### config.mk
export PLATFORM = sky130hd
export DESIGN_NAME = dhc_join
export DESIGN_NICKNAME = d
export VERILOG_FILES = /design/src/hdl/dhc_pkg.sv /design/src/hdl/dhc_join.sv
export SDC_FILE = /design/constraint.sdc
export NUM_CORES = 2
export LEC_CHECK = 0
export ABC_AREA = 1
export BUFFER_PORTS_ARGS = -buffer_cell sky130_fd_sc_hd__buf_2
export CAP_MARGIN = 10
export CORE_ASPECT_RATIO = 1.25
export CORE_MARGIN = 2
export CORE_UTILIZATION = 67
export DETAILED_ROUTE_END_ITERATION = 7
export PLACE_DENSITY = 0.95
export SYNTH_ARGS = -nofsm -noshare
export SYNTH_HDL_FRONTEND = slang
export SYNTH_SLANG_ARGS = --single-unit
### constraint.sdc
create_clock -name vclk -period 27.5
set_input_delay 5.5 -clock vclk [all_inputs]
set_output_delay 5.5 -clock vclk [all_outputs]
set_load 0.02 [all_outputs]
### src/hdl/dhc_pkg.sv
// ----------------------------------------------------------------------------
// dhc_pkg
// Types and codes shared by the detector hit clusterer modules.
// ----------------------------------------------------------------------------
package dhc_pkg;

  localparam int CfgIdxW  = 3;
  localparam int CfgDataW = 40;

  localparam logic [CfgIdxW-1:0] CFG_TIME_LIMIT     = 3'd0;
  localparam logic [CfgIdxW-1:0] CFG_BULK_DISTANCE  = 3'd1;
  localparam logic [CfgIdxW-1:0] CFG_SURFACE_LIMIT  = 3'd2;
  localparam logic [CfgIdxW-1:0] CFG_SURFACE_THICK  = 3'd3;
  localparam logic [CfgIdxW-1:0] CFG_SURFACE_ENABLE = 3'd4;

  localparam logic CMD_HIT   = 1'b0;
  localparam logic CMD_FLUSH = 1'b1;

  typedef struct packed {
    logic               cmd;
    logic [30:0]        track_number;
    logic [30:0]        detector_number;
    logic [39:0]        hit_time;
    logic signed [23:0] pos_x;
    logic signed [23:0] pos_y;
    logic signed [23:0] pos_z;
    logic [23:0]        depth;
    logic [23:0]        energy;
  } in_item_t;

  typedef struct packed {
    logic [30:0] out_track;
    logic [30:0] out_detector;
    logic [39:0] start_time;
    logic [31:0] energy_sum;
    logic [15:0] hit_count;
    logic [31:0] first_index;
  } out_item_t;

  typedef struct packed {
    logic [39:0] time_limit;
    logic [39:0] bulk_sq;
    logic [39:0] surface_sq;
    logic [23:0] surf_thick;
    logic        surface_enable;
  } cfg_t;

  typedef struct packed {
    logic               open;
    logic [30:0]        track;
    logic [30:0]        detector;
    logic [39:0]        time_val;
    logic signed [23:0] pos_x;
    logic signed [23:0] pos_y;
    logic signed [23:0] pos_z;
    logic               in_surface;
  } cluster_t;

  typedef struct packed {
    logic start_new;
    logic in_surf;
  } join_t;

endpackage

### src/hdl/dhc_join.sv
// ----------------------------------------------------------------------------
// dhc_join
// Decides whether a hit joins the open cluster or starts a new one.
// ----------------------------------------------------------------------------
module dhc_join (
  input  dhc_pkg::in_item_t hit,
  input  dhc_pkg::cluster_t clu,
  input  dhc_pkg::cfg_t     cfg,
  output dhc_pkg::join_t    dec
);
  import dhc_pkg::*;

  function automatic logic [47:0] sq_diff(input logic signed [23:0] a,
                                          input logic signed [23:0] b);
    logic signed [24:0] d;
    logic [24:0]        m;
    d = {a[23], a} - {b[23], b};
    m = d[24] ? 25'(-d) : 25'(d);
    return {24'd0, m[23:0]} * {24'd0, m[23:0]};
  endfunction

  logic [47:0] sq_x, sq_y, sq_z;
  logic [49:0] d2;
  logic [39:0] gap;
  logic [39:0] thr_sq;
  logic        surf_hit;
  logic        differs;

  always_comb begin
    surf_hit = cfg.surface_enable && (hit.depth < cfg.surf_thick);
    gap = (hit.hit_time > clu.time_val) ? hit.hit_time - clu.time_val
                                        : clu.time_val - hit.hit_time;
    sq_x = sq_diff(hit.pos_x, clu.pos_x);
    sq_y = sq_diff(hit.pos_y, clu.pos_y);
    sq_z = sq_diff(hit.pos_z, clu.pos_z);
    d2 = {2'b00, sq_x} + {2'b00, sq_y} + {2'b00, sq_z};
    thr_sq = surf_hit ? cfg.surface_sq : cfg.bulk_sq;
    differs = !clu.open || (hit.track_number != clu.track) ||
              (hit.detector_number != clu.detector) || (gap > cfg.time_limit) ||
              (surf_hit != clu.in_surface) || (d2 >= {10'd0, thr_sq});
    dec.start_new = differs;
    dec.in_surf   = surf_hit;
  end

endmodule

==> impl_metrics.yaml <==
status:
  status: "finished clean"
sta:
  period_share_pct: 89.7
  period_needed_ns: 24.67
  setup_viol: 0
  tightest_slew_ns: 1.14
  rsz0062_at_grt: "no"
  slew_violations: 0
  fin_setup_tns_ns: 0
  fmax_ghz: 0.0405
  relSlewSlack_pct: 24.2
  hold_viol: 0
die:
  coreArea_mm2: 0.0961
  die_area_mm2: 0.0996
  num_rows: 127
  die_x_um: 283
  io_pins: 546
  initial_core_util_pct: 67.7
  die_h_um: 352
logic_synthesis:
  ys_seq_area_share_pct: 0
  syn_area_mm2: 0.0651
  synth_nets: 11100
  syn_inst: 8345
  syn_area_per_cell_um2: 7.80
  yosys_warnings: 0
  ys_types: 59
hold_path:
  worst_hold_path_type: "in -> out"
  min_from: "clu[0]"
  hold-path-cell-count: 6
worst_setup_path:
  start_kind: "input port"
  cp.arrival_ns: 19.17
  path_class: "in -> out"
  critPathMostFrequentCell: "nor2_1"
  endpoint_kind: "output port"
  cp_slowest_cell: "ha_1"
  cp.required_ns: 22.00
  worstSetupEndpoint: "dec[1]"
  worstSetupStartpoint: "hit[96]"
  crit_fanout: 22
  slowest_delay_ns: 1.01
finish:
  fillers: 7198
  layout_common_cells: "inv_1, fa_1, nand2_1, nor2_1, ha_1"
  syn_to_final_growth_pct: 5.91
  final_common_cell: "inv_1"
  nClkBuffers: 0
  design.seq.count: 0
  nets: 11500
  drive_gt1_share_pct: 8.15
  register_area_um2: 0
drt:
  detail-route-antenna-nets: 0
  wire_per_inst_um: 22.0
  drtIter0Drc: 4890
  routed_wl_um: 222000
  drc: 0
  num_vias: 57600
  drt-vias-per-instance: 5.73
  drtPass1Iterations: 7
clock_tree:
  cts_hold_buf: 0
  postCtsSetupRepairBufs: 0
  cts_resized: 0
place:
  numPortBuffers: 521
  gp_congestion: 1.02
  hpwl_um: 197000
global_route:
  grt_max_degree: 49
  grtUsageTotal_pct: 45.8
  grt_pass1_wl_um: 344000
  met3_usage_pct: 12.5
  antenna_found_initial: 15
  grtUsageMet2_pct: 75.1
  grt-ovfl-total: 0
  busiest_layer: "met2"
  grt_pass1_vias: 64900
  met1_usage_pct: 48.1
job:
  drv_cap: 0
-- Yosys cell counts (5+ instances only) --
library cell	count	area (µm²)
clkbuf_1	23	86.3
o22ai_1	11	68.8
a22o_1	7	61.3
o21a_1	21	158
nor4_1	12	75.1
nand4_1	63	394
nand3b_1	26	195
o211ai_1	15	113
buf_2	86	430
a211oi_1	7	52.6
fa_1	1464	29300
mux2i_1	39	390
a31oi_1	22	138
buf_4	19	143
inv_2	40	150
buf_1	6	22.5
a21oi_1	316	1580
o31ai_1	8	60.1
a21boi_0	7	52.6
buf_6	11	124
ha_1	722	9030
nor2_2	32	200
o21bai_1	20	150
xnor2_1	75	657
o21ai_1	13	65.1
o2111ai_1	5	43.8
xor2_1	72	631
inv_1	2572	9650
nand3_1	181	906
a21o_1	28	210
nand2_1	1283	4820
xor2_2	8	130
o21ai_0	205	1030
nor3_1	46	230
nand2_2	33	206
nor2_1	799	3000
-- how the worst min path moves through the flow --
| stage | to | slack [ns] |
|---|---|---|
| floorplan | dec[1] | 11.31 |
| global placement | dec[1] | 11.53 |
| detailed placement | dec[1] | 11.53 |
| CTS | dec[1] | 11.54 |
| global route | dec[1] | 11.61 |
| finish | dec[1] | 11.54 |
-- cell type report --
cell class | count | area (µm²) | share of cell area [%]
inverter | 2617 | 9830 | 14.3
timing repair buffer | 566 | 2950 | 4.27
antenna | 13 | 32.5 | 0.0472
tap | 1290 | 1610 | 2.34
multi-input combinational | 5583 | 54500 | 79.1
-- per-stage QoR --
step,hold slack [ns],area (µm²),worst slack [ns],util [%],cells
finish,11.54,68900,2.83,71.7,10100
global route,11.61,68900,2.22,71.7,10100
CTS,11.54,68900,3.05,71.6,10100
detailed placement,11.53,68900,3.09,71.6,10100
global placement,11.53,68900,3.19,71.6,10100
floorplan,11.31,65100,6.06,-,8345
-- per-layer routing --
layer	vias up	part of all wire, %
li1	25200	-
met1	27400	32
met2	3619	47
met3	1456	10
met4	4	11
met5	-	0.011
-- critical path, delay by kind of cell --
family          cells  cell delay (ns)
simple gates       29             3.82
compound gates      3             0.70
fa+ha+maj          13             7.07
buf+inv            13             1.92
xor+xnor            1             0.16
-- kinds of logic after synthesis --
logic type / share of synthesized area [%]
fa+ha+maj: 58.9
mux: 0.600
simple gates: 15.7
buf+inv: 16.3
xor+xnor: 2.40
compound gates: 6.07
Power is not shown: default switching activity piles up to over one toggle a cycle in this logic, so the estimate is an artifact.
